[src/sv/csvfw_pkg.sv]
// csvfw_pkg: shared types and constants for the CSV field writer.
// Word formats, command and register codes, job descriptor, buffer write port.
// No dependencies.
package csvfw_pkg;

    localparam int CNT_W   = 5;   // fill count / index width, holds up to 31
    localparam int Q_DEPTH = 2;   // front-to-back job queue depth

    localparam logic [7:0] CH_CR  = 8'd13;
    localparam logic [7:0] CH_LF  = 8'd10;
    localparam logic [7:0] CH_SP  = 8'd32;
    localparam logic [7:0] CH_TAB = 8'd9;

    localparam logic [7:0] SEP_RESET   = 8'd44;
    localparam logic [7:0] QUOTE_RESET = 8'd34;

    // command codes
    localparam logic [1:0] CMD_QBYTE = 2'd0;
    localparam logic [1:0] CMD_RAW   = 2'd1;
    localparam logic [1:0] CMD_EOL   = 2'd2;

    // register indexes
    localparam logic [1:0] CFG_SEP   = 2'd0;
    localparam logic [1:0] CFG_QUOTE = 2'd1;
    localparam logic [1:0] CFG_TRIM  = 2'd2;
    localparam logic [1:0] CFG_CRLF  = 2'd3;

    typedef enum logic [1:0] {
        BODY_NONE,
        BODY_BYTE,
        BODY_EOL,
        BODY_DUMP
    } body_t;

    typedef struct packed {
        logic [1:0] cmd;
        logic [7:0] data_byte;
        logic       field_last;
        logic       field_empty;
    } item_t;

    typedef struct packed {
        logic [7:0] out_byte;
        logic       run_last;
        logic       overflow;
    } result_t;

    // one queued unit of output work
    typedef struct packed {
        logic             sep;
        logic [7:0]       sep_char;
        body_t            body;
        logic [7:0]       data;
        logic             crlf;
        logic             quote;
        logic [7:0]       quote_char;
        logic [CNT_W-1:0] count;
        logic             ov;
    } job_t;

    typedef struct packed {
        logic             en;
        logic [CNT_W-1:0] addr;
        logic [7:0]       data;
    } mem_wr_t;

endpackage

[src/sv/csvfw_front.sv]
// csvfw_front: accepts commands, tracks field/row state and configuration,
// writes field bytes to the buffer and issues jobs to the queue.
// Depends on csvfw_pkg.
module csvfw_front
    import csvfw_pkg::*;
#(
    parameter int MAX_FIELD = 16
)
(
    input  logic       clk,
    input  logic       rst_n,
    input  logic       start,
    input  item_t      item,
    output logic       busy,
    input  logic       cfg_we,
    input  logic [1:0] cfg_index,
    input  logic [7:0] cfg_data,
    output logic       push,
    output job_t       job,
    input  logic       q_full,
    input  logic       dump_done,
    output mem_wr_t    mem_wr
);

    logic [7:0]       sep_char_reg, quote_char_reg;
    logic             trim_reg, crlf_reg;
    logic [CNT_W-1:0] fill_reg, fill_next;
    logic             row_start_reg, row_start_next;
    logic             inside_reg, inside_next;
    logic             qneed_reg, qneed_next;
    logic             dropped_reg, dropped_next;
    logic [7:0]       first_reg, first_next;
    logic [7:0]       last_reg, last_next;
    logic             lock_reg, lock_next;

    logic             accept;
    logic             closing;
    logic [7:0]       b;
    body_t            body;

    function automatic logic is_blank(input logic [7:0] c);
        return (c == CH_SP) || (c == CH_TAB);
    endfunction

    assign busy    = q_full | lock_reg;
    assign accept  = start & ~busy;
    assign closing = item.field_last | item.field_empty;
    assign b       = item.data_byte;

    always_comb
    begin
        fill_next      = fill_reg;
        row_start_next = row_start_reg;
        inside_next    = inside_reg;
        qneed_next     = qneed_reg;
        dropped_next   = dropped_reg;
        first_next     = first_reg;
        last_next      = last_reg;
        mem_wr         = '0;
        body           = BODY_NONE;
        job            = '0;
        job.sep_char   = sep_char_reg;
        job.quote_char = quote_char_reg;
        job.crlf       = crlf_reg;
        job.data       = b;
        push           = 1'b0;
        if (accept)
        begin
            case (item.cmd)
                CMD_EOL:
                begin
                    fill_next      = '0;
                    qneed_next     = 1'b0;
                    dropped_next   = 1'b0;
                    inside_next    = 1'b0;
                    row_start_next = 1'b1;
                    body           = BODY_EOL;
                end
                CMD_QBYTE, CMD_RAW:
                begin
                    if (!inside_reg)
                    begin
                        // opening a new field
                        job.sep        = ~row_start_reg;
                        row_start_next = 1'b0;
                        fill_next      = '0;
                        qneed_next     = 1'b0;
                        dropped_next   = 1'b0;
                    end
                    inside_next = 1'b1;
                    if (item.cmd == CMD_QBYTE)
                    begin
                        if (!item.field_empty)
                        begin
                            if (fill_next < CNT_W'(MAX_FIELD))
                            begin
                                mem_wr.en   = 1'b1;
                                mem_wr.addr = fill_next;
                                mem_wr.data = b;
                                if (fill_next == '0)
                                begin
                                    first_next = b;
                                end
                                last_next = b;
                                fill_next = fill_next + CNT_W'(1);
                                if (b == sep_char_reg || b == quote_char_reg ||
                                    b == CH_CR || b == CH_LF)
                                begin
                                    qneed_next = 1'b1;
                                end
                            end
                            else
                            begin
                                dropped_next = 1'b1;
                            end
                        end
                        job.ov = dropped_next;
                        if (closing)
                        begin
                            job.quote = qneed_next |
                                (trim_reg && fill_next != '0 &&
                                 (is_blank(first_next) || is_blank(last_next)));
                            job.count = fill_next;
                            if (fill_next != '0)
                            begin
                                body = BODY_DUMP;
                            end
                        end
                    end
                    else if (!item.field_empty)
                    begin
                        body = BODY_BYTE;
                    end
                    if (closing)
                    begin
                        fill_next    = '0;
                        qneed_next   = 1'b0;
                        dropped_next = 1'b0;
                        inside_next  = 1'b0;
                    end
                end
                default:
                begin
                end
            endcase
            job.body = body;
            push     = job.sep || (body != BODY_NONE);
        end
    end

    // buffer stays owned by the back end until it has written the field out
    always_comb
    begin
        lock_next = lock_reg;
        if (push && body == BODY_DUMP)
        begin
            lock_next = 1'b1;
        end
        else if (dump_done)
        begin
            lock_next = 1'b0;
        end
    end

    always_ff @(posedge clk or negedge rst_n)
    begin
        if (!rst_n)
        begin
            sep_char_reg   <= SEP_RESET;
            quote_char_reg <= QUOTE_RESET;
            trim_reg       <= 1'b0;
            crlf_reg       <= 1'b0;
            fill_reg       <= '0;
            row_start_reg  <= 1'b1;
            inside_reg     <= 1'b0;
            qneed_reg      <= 1'b0;
            dropped_reg    <= 1'b0;
            lock_reg       <= 1'b0;
        end
        else
        begin
            fill_reg      <= fill_next;
            row_start_reg <= row_start_next;
            inside_reg    <= inside_next;
            qneed_reg     <= qneed_next;
            dropped_reg   <= dropped_next;
            lock_reg      <= lock_next;
            if (cfg_we)
            begin
                case (cfg_index)
                    CFG_SEP:   sep_char_reg   <= cfg_data;
                    CFG_QUOTE: quote_char_reg <= cfg_data;
                    CFG_TRIM:  trim_reg       <= cfg_data[0];
                    CFG_CRLF:  crlf_reg       <= cfg_data[0];
                    default:
                    begin
                    end
                endcase
            end
        end
    end

    always_ff @(posedge clk)
    begin
        first_reg <= first_next;
        last_reg  <= last_next;
    end

endmodule

[src/sv/csvfw_queue.sv]
// csvfw_queue: short job FIFO between front and back ends.
// Depends on csvfw_pkg.
module csvfw_queue
    import csvfw_pkg::*;
(
    input  logic clk,
    input  logic rst_n,
    input  logic push,
    input  job_t push_job,
    input  logic pop,
    output job_t pop_job,
    output logic empty,
    output logic full
);

    localparam int PW = $clog2(Q_DEPTH);
    localparam int CW = $clog2(Q_DEPTH + 1);

    job_t          slot_reg [0:Q_DEPTH-1];
    logic [PW-1:0] wptr_reg, rptr_reg;
    logic [CW-1:0] count_reg;

    assign empty   = (count_reg == '0);
    assign full    = (count_reg == CW'(Q_DEPTH));
    assign pop_job = slot_reg[rptr_reg];

    always_ff @(posedge clk or negedge rst_n)
    begin
        if (!rst_n)
        begin
            wptr_reg  <= '0;
            rptr_reg  <= '0;
            count_reg <= '0;
        end
        else
        begin
            if (push)
            begin
                wptr_reg <= (wptr_reg == PW'(Q_DEPTH - 1)) ? '0 : wptr_reg + PW'(1);
            end
            if (pop)
            begin
                rptr_reg <= (rptr_reg == PW'(Q_DEPTH - 1)) ? '0 : rptr_reg + PW'(1);
            end
            if (push && !pop)
            begin
                count_reg <= count_reg + CW'(1);
            end
            else if (pop && !push)
            begin
                count_reg <= count_reg - CW'(1);
            end
        end
    end

    always_ff @(posedge clk)
    begin
        if (push)
        begin
            slot_reg[wptr_reg] <= push_job;
        end
    end

endmodule

[src/sv/csvfw_back.sv]
// csvfw_back: output sequencer; turns jobs into one output word per step,
// owns the field buffer memory and does quote wrapping and doubling.
// Depends on csvfw_pkg.
module csvfw_back
    import csvfw_pkg::*;
#(
    parameter int MAX_FIELD = 16
)
(
    input  logic    clk,
    input  logic    rst_n,
    input  logic    q_empty,
    input  job_t    q_job,
    output logic    pop,
    input  mem_wr_t mem_wr,
    output result_t result,
    output logic    strobe,
    output logic    dump_done
);

    localparam int AW = (MAX_FIELD > 1) ? $clog2(MAX_FIELD) : 1;

    typedef enum logic [3:0] {
        S_IDLE,
        S_SEP,
        S_BYTE,
        S_CR,
        S_LF,
        S_OPEN,
        S_FETCH,
        S_DATA,
        S_DOUBLE,
        S_CLOSE
    } state_t;

    state_t           state_reg, state_next;
    job_t             job_reg, job_next;
    logic [CNT_W-1:0] idx_reg, idx_next;
    result_t          result_reg, result_next;
    logic             strobe_reg, strobe_next;
    logic             done_reg, done_next;
    logic [7:0]       rd_data_reg;
    logic [7:0]       mem [0:MAX_FIELD-1];
    logic             at_end;

    function automatic state_t body_entry(input job_t j);
        case (j.body)
            BODY_BYTE: return S_BYTE;
            BODY_EOL:  return j.crlf ? S_CR : S_LF;
            BODY_DUMP: return j.quote ? S_OPEN : S_FETCH;
            default:   return S_IDLE;
        endcase
    endfunction

    assign pop       = (state_reg == S_IDLE) && !q_empty;
    assign at_end    = (idx_reg == job_reg.count - CNT_W'(1));
    assign result    = result_reg;
    assign strobe    = strobe_reg;
    assign dump_done = done_reg;

    always_comb
    begin
        state_next  = state_reg;
        job_next    = job_reg;
        idx_next    = idx_reg;
        result_next = '0;
        strobe_next = 1'b0;
        done_next   = 1'b0;
        case (state_reg)
            S_IDLE:
            begin
                if (pop)
                begin
                    job_next   = q_job;
                    idx_next   = '0;
                    state_next = q_job.sep ? S_SEP : body_entry(q_job);
                end
            end
            S_SEP:
            begin
                strobe_next          = 1'b1;
                result_next.out_byte = job_reg.sep_char;
                result_next.run_last = (job_reg.body == BODY_NONE);
                state_next           = body_entry(job_reg);
            end
            S_BYTE:
            begin
                strobe_next          = 1'b1;
                result_next.out_byte = job_reg.data;
                result_next.run_last = 1'b1;
                state_next           = S_IDLE;
            end
            S_CR:
            begin
                strobe_next          = 1'b1;
                result_next.out_byte = CH_CR;
                state_next           = S_LF;
            end
            S_LF:
            begin
                strobe_next          = 1'b1;
                result_next.out_byte = CH_LF;
                result_next.run_last = 1'b1;
                state_next           = S_IDLE;
            end
            S_OPEN:
            begin
                strobe_next          = 1'b1;
                result_next.out_byte = job_reg.quote_char;
                state_next           = S_FETCH;
            end
            S_FETCH:
            begin
                state_next = S_DATA;
            end
            S_DATA:
            begin
                strobe_next          = 1'b1;
                result_next.out_byte = rd_data_reg;
                if (job_reg.quote && rd_data_reg == job_reg.quote_char)
                begin
                    state_next = S_DOUBLE;
                end
                else if (at_end)
                begin
                    if (job_reg.quote)
                    begin
                        state_next = S_CLOSE;
                    end
                    else
                    begin
                        result_next.run_last = 1'b1;
                        done_next            = 1'b1;
                        state_next           = S_IDLE;
                    end
                end
                else
                begin
                    idx_next   = idx_reg + CNT_W'(1);
                    state_next = S_FETCH;
                end
            end
            S_DOUBLE:
            begin
                strobe_next          = 1'b1;
                result_next.out_byte = job_reg.quote_char;
                if (at_end)
                begin
                    state_next = S_CLOSE;
                end
                else
                begin
                    idx_next   = idx_reg + CNT_W'(1);
                    state_next = S_FETCH;
                end
            end
            S_CLOSE:
            begin
                strobe_next          = 1'b1;
                result_next.out_byte = job_reg.quote_char;
                result_next.run_last = 1'b1;
                done_next            = 1'b1;
                state_next           = S_IDLE;
            end
            default:
            begin
                state_next = S_IDLE;
            end
        endcase
        if (strobe_next)
        begin
            result_next.overflow = job_reg.ov;
        end
    end

    always_ff @(posedge clk or negedge rst_n)
    begin
        if (!rst_n)
        begin
            state_reg  <= S_IDLE;
            job_reg    <= '0;
            idx_reg    <= '0;
            result_reg <= '0;
            strobe_reg <= 1'b0;
            done_reg   <= 1'b0;
        end
        else
        begin
            state_reg  <= state_next;
            job_reg    <= job_next;
            idx_reg    <= idx_next;
            result_reg <= result_next;
            strobe_reg <= strobe_next;
            done_reg   <= done_next;
        end
    end

    // field buffer: written by the front end, read one entry per fetch
    always_ff @(posedge clk)
    begin
        if (mem_wr.en)
        begin
            mem[mem_wr.addr[AW-1:0]] <= mem_wr.data;
        end
        if (state_reg == S_FETCH)
        begin
            rd_data_reg <= mem[idx_reg[AW-1:0]];
        end
    end

endmodule

[src/sv/csv_field_writer_unit.sv]
// csv_field_writer_unit: top level of the CSV field writer.
// Depends on csvfw_pkg, csvfw_front, csvfw_queue, csvfw_back.
//
// Usage
//   Command channel: a word on item is taken at a rising edge with start high
//   and busy low. cmd selects quoted-as-needed byte, raw byte or end of row.
//   Result channel: each output byte appears on result for one cycle with
//   strobe high; run_last marks the last byte caused by one command. The
//   receiver cannot stall: every strobed word is consumed as it appears.
//   Config port: cfg_we/cfg_index/cfg_data write separator, quote, trim and
//   CRLF registers; write only while the block is idle.
// Timing
//   Front end takes a command per cycle while the two-entry job queue has
//   room and no buffered field is still being written out. The back end
//   pops each job in its idle state, and result words are registered. A job
//   then emits one word per cycle for separators, raw bytes and row endings;
//   a buffered field fetches then emits each stored byte, adds a word per
//   doubled quote and one each for the wrapping quotes. busy stays high from
//   the closing byte of a buffered field until its last word has gone out.
// Reset
//   rst_n clears row/field state, queue and sequencer and restores register
//   defaults (separator ',', quote '"', trim off, LF endings). No clearing
//   pass: buffer entries are always written before they are read.
module csv_field_writer_unit
    import csvfw_pkg::*;
#(
    parameter int MAX_FIELD = 16
)
(
    input  logic       clk,
    input  logic       rst_n,
    input  logic       start,
    input  item_t      item,
    output logic       busy,
    output logic       strobe,
    output result_t    result,
    input  logic       cfg_we,
    input  logic [1:0] cfg_index,
    input  logic [7:0] cfg_data
);

    logic    push, pop, q_empty, q_full, dump_done;
    job_t    push_job, pop_job;
    mem_wr_t mem_wr;

    // front: command decode, field state, buffer writes
    csvfw_front #(
        .MAX_FIELD(MAX_FIELD)
    ) u_front (
        .clk       (clk),
        .rst_n     (rst_n),
        .start     (start),
        .item      (item),
        .busy      (busy),
        .cfg_we    (cfg_we),
        .cfg_index (cfg_index),
        .cfg_data  (cfg_data),
        .push      (push),
        .job       (push_job),
        .q_full    (q_full),
        .dump_done (dump_done),
        .mem_wr    (mem_wr)
    );

    // decoupling queue
    csvfw_queue u_queue (
        .clk      (clk),
        .rst_n    (rst_n),
        .push     (push),
        .push_job (push_job),
        .pop      (pop),
        .pop_job  (pop_job),
        .empty    (q_empty),
        .full     (q_full)
    );

    // back: byte sequencer and field buffer
    csvfw_back #(
        .MAX_FIELD(MAX_FIELD)
    ) u_back (
        .clk       (clk),
        .rst_n     (rst_n),
        .q_empty   (q_empty),
        .q_job     (pop_job),
        .pop       (pop),
        .mem_wr    (mem_wr),
        .result    (result),
        .strobe    (strobe),
        .dump_done (dump_done)
    );

endmodule

[config.mk]
export PLATFORM = sky130hd
export DESIGN_NAME = csv_field_writer_unit
export DESIGN_NICKNAME = d
export VERILOG_FILES = /design/src/sv/csvfw_pkg.sv /design/src/sv/csvfw_front.sv /design/src/sv/csvfw_queue.sv /design/src/sv/csvfw_back.sv /design/src/sv/csv_field_writer_unit.sv
export SDC_FILE = /design/constraint.sdc
export NUM_CORES = 1
export LEC_CHECK = 0
export BUFFER_PORTS_ARGS = -buffer_cell sky130_fd_sc_hd__buf_2
export CELL_PAD_IN_SITES_DETAIL_PLACEMENT = 1
export CELL_PAD_IN_SITES_GLOBAL_PLACEMENT = 2
export CORE_ASPECT_RATIO = 1.75
export CORE_UTILIZATION = 42
export DETAILED_ROUTE_END_ITERATION = 6
export MAX_ROUTING_LAYER = met4
export PLACE_DENSITY_LB_ADDON = 0.1
export SYNTH_ARGS = -nofsm -noshare
export SYNTH_HDL_FRONTEND = slang
export SYNTH_HIERARCHICAL = 1
export SYNTH_SLANG_ARGS = --single-unit
export TNS_END_PERCENT = 100
[constraint.sdc]
create_clock -name clk -period 3.4 [get_ports clk]
set_clock_uncertainty 0.15 [all_clocks]
set_input_delay 0.68 -clock clk [delete_from_list [all_inputs] [get_ports clk]]
set_output_delay 0.68 -clock clk [all_outputs]
set_load 0.01 [all_outputs]
After elaboration in Yosys (flattened, before gate mapping). Memories as Yosys holds them, arrays and structs flattened. A register that Yosys moved wholly into a read port is not among the register bits. Index checks and enable logic that the tools add are counted. Widths: inputs -> output; s select.

RAM bits: 198. Memories: 2. Word-level logic and storage cells: 225. Input port bits: 26. Register bits: 103. Output and inout port bits: 12.

Multiplexer cells: 102. Eq/ne operators: 35. $lt $le $gt $ge: 1. Reduce and logical (&&, ||, !) cells: 42. $add $sub $neg: 7. Bitwise logic cells: 6.

Memory list: u_back.mem (depth 16, width 8, rd ports 1, clocked after Yosys merged registers in 1, write ports 1, RTL line csvfw_back.sv:43) `logic [7:0] mem [0:MAX_FIELD-1];`; u_queue.slot_reg (depth 2, width 35, rd ports 1, clocked after Yosys merged registers in 0, write ports 1, RTL line csvfw_queue.sv:19) `job_t slot_reg [0:Q_DEPTH-1];`.

Operator list (number): $mux 8 (11); $mux 14 (5); $mux 5 (14); $pmux 8 s6 (1); $mux 1 (39); $eq 8x4->1 const B (4); $pmux 4 s7 (1); $eq 8x8->1 (3); $mux 4 (6); $pmux 4 s3 (2); $eq 2x2->1 const B (9); $mux 2 (9); $mux 6 (3); $eq 4x3->1 const B (4); $eq 8x6->1 const B (2); $pmux 5 s3 (1); $reduce_and 2->1 (6); $add 5x1->5 const B (2); $pmux 1 s2 (5); $pmux 5 s2 (1); $reduce_and 3->1 (3); $eq 2x1->1 const B (4); $eq 4x2->1 const B (2); $eq 4x4->1 const B (2); other kinds (26) (54).

Logic depth before layout (Yosys ltp). Gate-level depths: netlist of the first run.

Depth in word-level cells: 24. Mapped depth: 12. Depth with buffers taken out: 12.

By module. Netlist of the first run, hierarchy kept.

By module, submodules not included: csvfw_back (area an instance 8018.9 um2, seq. area each 5460.2 um2, cells each 489, instances 1); csvfw_queue (area an instance 2862.7 um2, seq. area each 2202.1 um2, cells each 125, instances 1); csvfw_front (area an instance 2590.0 um2, seq. area each 1188.6 um2, cells each 238, instances 1).

Least setup slack after synthesis of the first run. OpenSTA, ideal clock, no wires.

Path kind: input -> register. From: in item[0] (netlist name). To: mem u_queue/slot_reg[0][0] (netlist name), enable pin. Stages: 8. Arrival: 3.445 ns. Required time: 2.819 ns. Path slack: -0.627 ns. Path buffers: 1. Library setup time: 0.431 ns. Cells stage by stage: buf_4 -> a21oi_2 -> nand4_1 -> mux2i_1 -> or4_4 -> nor2b_1 -> a211o_1 -> nor2b_1.

Word-level cells in the longest chain between the ends: 15. Elaborated cells on any way between the ends: 17. Classes of those cells: mux (13); bitwise (1); reduce/logical (3).

RTL lines: from (decl) (RTL line csv_field_writer_unit.sv:33) `input item_t item,`; $mux 5 (RTL line csvfw_front.sv:93) `if (!item.field_empty)`; $mux 5 (RTL line csvfw_front.sv:91) `if (item.cmd == CMD_QBYTE)`; $mux 5 (RTL line csvfw_front.sv:69) `case (item.cmd)`; $mux 5 (RTL line csvfw_front.sv:67) `if (accept)`; $reduce_bool 5->1 (RTL line csvfw_front.sv:124) `if (fill_next != '0)`; $mux 2 (RTL line csvfw_front.sv:124); $mux 2 (RTL line csvfw_front.sv:118) `if (closing)`; $mux 2 * (RTL line csvfw_front.sv:91); $pmux 2 s2 * (RTL line csvfw_front.sv:69); $mux 2 * (RTL line csvfw_front.sv:67); $reduce_bool 2->1 * (RTL line csvfw_front.sv:147) `push = job.sep || (body != BODY_NONE);`; $logic_or 1x1->1 * (RTL line csvfw_front.sv:147); $mux 1 * (RTL line csvfw_front.sv:67); named net push (RTL line csv_field_writer_unit.sv:42) `logic push, pop, q_empty, q_full, dump_done;`; $mux 1 * (RTL line csvfw_queue.sv:58) `if (push)`; $mux 1 (implied by the code) * (RTL line csvfw_queue.sv:60) `slot_reg[wptr_reg] <= push_job;`; to (decl) (RTL line csvfw_queue.sv:19).

The timed path passes the listed nets; every way through them passes the cells marked *. The select of a mux whose other input is x is not followed.

Worst setup path in the final report of the first run.
From: reg u_front.inside_reg. To: reg u_queue.count_reg[1].

Word-level cells in the longest chain between the ends: 21. Elaborated cells on any way between the ends: 27. Classes of those cells: add/sub (1); order compare (1); mux (18); reduce/logical (7).

RTL lines: from (decl) (RTL line csvfw_front.sv:29) `logic inside_reg, inside_next;`; from (signal assigned) (RTL line csvfw_front.sv:184) `inside_reg <= inside_next;`; $mux 5 (RTL line csvfw_front.sv:81) `if (!inside_reg)`; $mux 5 (RTL line csvfw_front.sv:69); $mux 5 (RTL line csvfw_front.sv:67); $add 5x1->5 / $lt 5x5->1 (equally long branches) (RTL line csvfw_front.sv:105, csvfw_front.sv:95); $mux 5 (RTL line csvfw_front.sv:95) `if (fill_next < CNT_W'(MAX_FIELD))`; $mux 5 (RTL line csvfw_front.sv:93); $mux 5 (RTL line csvfw_front.sv:91); $mux 5 (RTL line csvfw_front.sv:69); [... 6 more ...]; $mux 2 (RTL line csvfw_front.sv:67); $reduce_bool 2->1 (RTL line csvfw_front.sv:147); $logic_or 1x1->1 * (RTL line csvfw_front.sv:147); $mux 1 * (RTL line csvfw_front.sv:67); named net push (RTL line csv_field_writer_unit.sv:42); $logic_not 1->1 (RTL line csvfw_queue.sv:49) `else if (pop && !push)`; $logic_and 1x1->1 (RTL line csvfw_queue.sv:49); $reduce_bool 2->1 (no line); to (signal assigned) (RTL line csvfw_queue.sv:47) `count_reg <= count_reg + CW'(1);`; to (signal assigned) (RTL line csvfw_queue.sv:51) `count_reg <= count_reg - CW'(1);`; to (decl) (RTL line csvfw_queue.sv:21) `logic [CW-1:0] count_reg;`.

Marked as above. A chain may end at the register's enable or synchronous reset.

==> results of run 1 <==
power by group:
group          switching, W  leakage [nW]  internal, W
Sequential         0.000461          3.00      0.00463
Clock               0.00140         0.477      0.00190
Combinational       0.00130          2.04      0.00130
what timing repair did:
item / 4_1_cts / 5_1_grt
hold buffers: 1 / 0
setup endpoints to repair: 0 / 12
hold endpoints to repair: 8 / 0
resized for setup: 0 / 2
worst min path at each step:
stage                     start                        end  slack, ns  depth (start not counted)
2_1_floorplan             rst_n           u_back/dump_done       0.23                          0
3_3_place_gp   u_front/lock_reg           u_front/lock_reg       0.32                          1
3_5_place_dp   u_front/lock_reg           u_front/lock_reg       0.32                          1
4_1_cts             cfg_data[4]  u_front/quote_char_reg[4]       0.18                          2
5_1_grt             cfg_data[4]  u_front/quote_char_reg[4]       0.20                          2
6_report            cfg_data[4]  u_front/quote_char_reg[4]       0.21                          2
per-layer routing:
layer  wire [um]  up-vias  track usage
met1       11800     3798        0.221
met2       18300      109        0.402
li1            -     3382            -
met4        1630        0        0.107
met3         759       69       0.0233
met5           0        -            -
cells in the final DEF (no fill, tap or decap), types with 8 or more instances in the layout:
| cell | n |
|---|---|
| a21o_1 | 8 |
| a21oi_1 | 26 |
| and3_1 | 23 |
| buf_2 | 36 |
| buf_4 | 45 |
| clkbuf_1 | 8 |
| clkbuf_16 | 31 |
| dfrtp_1 | 77 |
| edfxtp_1 | 222 |
| inv_1 | 12 |
| mux2_1 | 15 |
| mux2_2 | 57 |
| mux2_4 | 29 |
| mux2i_1 | 11 |
| mux4_2 | 32 |
| nand2_1 | 49 |
| nand2b_1 | 9 |
| nand3_1 | 11 |
| nor2_1 | 39 |
| nor3_1 | 8 |
| o21ai_0 | 18 |
| xnor2_1 | 11 |
| xor2_1 | 26 |
layout make-up:
| type | instances | area (sq um) |
|---|---|---|
| multi-input cells | 481 | 4230 |
| diodes | 1 | 2.50 |
| clock inverters | 16 | 166 |
| fillers | 3047 | 16300 |
| well taps | 396 | 495 |
| repair buffers | 85 | 588 |
| flip-flops and latches | 309 | 8860 |
| clock buffers | 39 | 806 |
| inverters | 16 | 60.1 |
per-stage QoR:
stage	cell area, sq um	hold WS, ns	worst slack, ns	power (W)
after floorplan	13500	0.234	0.0301	0.00709
after global placement	14200	0.315	0.0655	0.00771
after detailed placement	14200	0.317	-0.0389	0.00782
after CTS	15200	0.184	0.0770	0.0112
after global routing	15200	0.196	-0.00237	0.0115
final	15200	0.209	0.170	0.0110
==> summary.txt, run 1 <==
Setup path
  – R2R Path End: u_queue/count_reg[1]
  – FF-to-FF Start: u_front/inside_reg
  – CP Launch Point: u_front/inside_reg
  – Crit-path cells: buf_4, nand2_1, ha_1, mux2i_1, nand2_1, or4_4, nor2b_1, a211o_1, buf_4, ha_1, nor2_1, xor2_1
  – Worst-path fanout max: 7
  – Critical path's largest stage delay: around 0.54 ns
  – CP Capture Type: register
  – Max stage delay cell, worst path: or4_4
  – CP endpoint: u_queue/count_reg[1]
  – Crit-path leading delay family: simple AND/OR/NAND/NOR gates
  – Crit. path cell count: 12
  – CP arrival: approximately 3.6 ns
  – WS Path Type: register to register
  – Reg2reg path depth: 12
  – Buf+Inv Stages, Crit Path: 2
  – Critical Path Start Type: register
  – Worst EP required: about 3.7 ns
  – Reg2reg setup slack: 0.17 ns

Clocking
  – Worst-path clk slew: 0.07 ns
  – Maximum root-to-sink buffer count: 3
  – Postcts setup bufs: 0
  – CTS tree: built
  – Root Buffer: clkbuf_16
  – TritonCTS Buffers: 30
  – CTS Sinks: 309
  – CTS H-tree lvls: 1
  – Worst-Skew Late Latency: between 0.5 and 0.6 ns

Final layout
  – Layout cells sized above 1: 0.294
  – Area growth from synthesis to layout: 13.0%
  – Non-Filler Instances: between 1000 and 1500
  – # nets final: approximately 950
  – Max FFs per register: around 130
  – Util after Layout: 0.482

Yosys
  – Synth warn: 6
  – Syn Inst Count: 850
  – Syn nets: roughly 880
  – Post-Syn Area: ~13000 sq um
  – Syn avg cell area: 15.8 sq um

Drt
  – Vias: roughly 7400
  – Pre-Repair DR Iteration Count: 4
  – DR iter-0 viols: 265
  – Vias per cell: approximately 5.5
  – Total wire length: roughly 32000 um
  – DRC: 0
  – Post-route ant nets: 0
  – WL/cell: roughly 24 um

Timing
  – Final hold viol count: 0
  – Crit share post-route: 0.950
  – Max-slew headroom: 0.309
  – Fin Setup TNS: 0 ns
  – Setup violators final: 0
  – Final min period: ~3.2 ns
  – Measured slew at the worst slew-check pin: approximately 1.0 ns
  – Pins over their slew limit: 0
  – F_max: 0.310 GHz

Placement
  – Placed Cells incl. Taps: about 1300
  – RePlAce Congestion: roughly 0.85
  – Port Buffers: 37
  – Hpwl dp: 24000 um

Global route
  – Global-route wire length before repair: around 50000 um
  – Initial antenna violation count: 0
  – Largest net degree at the start of global routing: between 40 and 50
  – Total congestion overflow: 0
  – Vias in the first global route: between 8000 and 9000
  – GRT Total Usage: 0.216

Floorplanning
  – DIE WIDTH: 137 um
  – Die ar.: around 33000 sq um
  – Core area: ~32000 sq um
  – Rows: 86
  – Die Y: about 240 um
  – Starting Density: 0.427
  – I/O Pins: 38

Pwr
  – PD cells: between 700 and 800 nW/um^2
  – Maximum vdd ir drop: roughly 540 uV
  – Lkg Pwr: 5.51 nW

Flow run
  – # Max-Cap Violations: 0

Status
  – Outcome: finished, final reports clean

Min path
  – Hold Path Class: primary input to register
Note: power is estimated with default switching activity, not from simulation.
==> run 2: changes to the inputs <==
--- a/config.mk
+++ b/config.mk
@@ -9,6 +9,7 @@
 export CELL_PAD_IN_SITES_DETAIL_PLACEMENT = 1
 export CELL_PAD_IN_SITES_GLOBAL_PLACEMENT = 2
 export CORE_ASPECT_RATIO = 1.75
+export CORE_MARGIN = 5
 export CORE_UTILIZATION = 42
 export DETAILED_ROUTE_END_ITERATION = 6
 export MAX_ROUTING_LAYER = met4
==> summary.txt, run 2 (synthesized netlist as in run 1, its figures left out) <==
Floorplanning
  – DIE WIDTH: 145 um
  – I/O Pins: 38
  – Starting Density: 0.425
  – Core area: approximately 32000 sq um
  – Die ar.: about 36000 sq um
  – Die Y: around 250 um
  – Rows: 86

Clocking
  – Root Buffer: clkbuf_16
  – TritonCTS Buffers: 30
  – Worst-path clk slew: about 0.060 ns
  – Postcts setup bufs: 0
  – CTS Sinks: 309
  – Worst-Skew Late Latency: around 0.57 ns
  – Maximum root-to-sink buffer count: 3
  – CTS tree: built
  – CTS H-tree lvls: 1

Global route
  – GRT Total Usage: 0.187
  – Largest net degree at the start of global routing: 47
  – Initial antenna violation count: 1
  – Global-route wire length before repair: 50300 um
  – Vias in the first global route: about 8300
  – Total congestion overflow: 0

Placement
  – Worst slack, placed: between 0.05 and 0.06 ns
  – RePlAce Congestion: ~0.83
  – Hpwl dp: about 24000 um
  – Port Buffers: 37
  – Placed Cells incl. Taps: 1292

Timing
  – Final min period: between 3 and 4 ns
  – Setup repair after global routing missed its margin: no
  – Fin Setup TNS: 0 ns
  – F_max: between 0.3 and 0.4 GHz
  – Pins over their slew limit: 0
  – Worst hold slack: about 0.19 ns
  – Measured slew at the worst slew-check pin: around 1.0 ns
  – Crit share post-route: 0.935
  – Setup violators final: 0
  – Slack of the critical path: between 0.2 and 0.25 ns
  – Final hold viol count: 0
  – Max-slew headroom: 0.323

Min path
  – Hold Path End: u_front/quote_char_reg[4]
  – Hold Path Origin: cfg_data[4]
  – Hold Path Class: primary input to register
  – Hold-critical path depth: 2

Status
  – Outcome: finished, final reports clean

Drt
  – Post-route ant nets: 0
  – DRC: 0
  – WL/cell: 24.0 um
  – Vias per cell: about 5.4
  – Total wire length: between 30000 and 40000 um
  – Pre-Repair DR Iteration Count: 4
  – DR iter-0 viols: a little under 300
  – Vias: 7322

Setup path
  – Crit-path cells: and2_4, inv_1, ha_1, a2bb2oi_2, nand2_1, or4_4, nor2b_1, a211o_1, buf_4, ha_1, nor2_1, xor2_1
  – CP Capture Type: register
  – WS Path Type: register to register
  – Worst-path fanout max: 5
  – Critical path's largest stage delay: 0.53 ns
  – Max stage delay cell, worst path: or4_4
  – Critical Path Start Type: register
  – Reg2reg path depth: 12
  – Buf+Inv Stages, Crit Path: 2
  – Crit-path leading delay family: simple AND/OR/NAND/NOR gates
  – R2R Path End: u_queue/count_reg[1]
  – FF-to-FF Start: u_front/fill_reg[0]
  – Most used cell, CP: ha_1
  – Reg2reg setup slack: 0.22 ns
  – Worst EP required: between 3 and 4 ns
  – CP arrival: ~3.5 ns

Pwr
  – Maximum vdd ir drop: between 500 and 600 uV
  – PD cells: between 700 and 800 nW/um^2
  – Lkg Pwr: 5.57 nW

Final layout
  – Layout cells sized above 1: 0.301
  – # nets final: 960
  – Most frequent cells in the layout: edfxtp_1, dfrtp_1, mux2_2
  – Most common cell after layout, fill and taps aside: edfxtp_1
  – Area growth from synthesis to layout: 13.9%
  – Max FFs per register: roughly 130
  – Non-Filler Instances: ~1400

Flow run
  – # Max-Cap Violations: 0
run 2: through the flow:
step                 util  instance area (sq um)  total power [W]
global route        0.485                  15300           0.0118
CTS                 0.484                  15300           0.0114
global placement    0.450                  14200          0.00769
finish              0.485                  15300           0.0112
detailed placement  0.450                  14200          0.00780
floorplan               -                  13500          0.00709
run 2: final cells by class:
class,count,area (sq um)
Multi-Input combinational cell,481,4240
Antenna cell,1,2.50
Clock inverter,25,320
Sequential cell,309,8850
Inverter,16,60.1
Timing Repair Buffer,91,608
Fill cell,3053,16300
Tap cell,396,495
Clock buffer,31,754
run 2: routing by layer:
| layer | GRT usage | up-vias | wire length (um) |
|---|---|---|---|
| li1 | - | 3397 | - |
| met1 | 0.193 | 3761 | 11700 |
| met2 | 0.359 | 112 | 18600 |
| met3 | 0.0211 | 52 | 798 |
| met4 | 0.0758 | 0 | 1270 |
| met5 | - | - | 0 |
run 2: power by group:
group / switching [W] / total, W / internal, W
registers: 0.000431 / 0.00506 / 0.00463
logic: 0.00131 / 0.00261 / 0.00130
clock network: 0.00146 / 0.00356 / 0.00209
total: 0.00321 / 0.0112 / 0.00802
run 2: what timing repair did:
action / in CTS / in global routing
setup endpoints to repair: 0 / 1
gates resized for setup: 0 / 1
hold endpoints to repair: 16 / 0
hold buffers: 1 / 0
run 2: worst max path at each step:
stage	cells after the start	to	slack (ns)	start
floorplan	8	u_queue/slot_reg[0][0]	0.03	item[0]
global placement	8	u_queue/slot_reg[0][10]	0.09	item[0]
detailed placement	8	u_queue/slot_reg[0][12]	0.06	item[0]
CTS	13	u_queue/count_reg[1]	0.15	u_front/inside_reg
global route	12	u_queue/count_reg[1]	0.06	u_front/inside_reg
finish	12	u_queue/count_reg[1]	0.22	u_front/fill_reg[0]
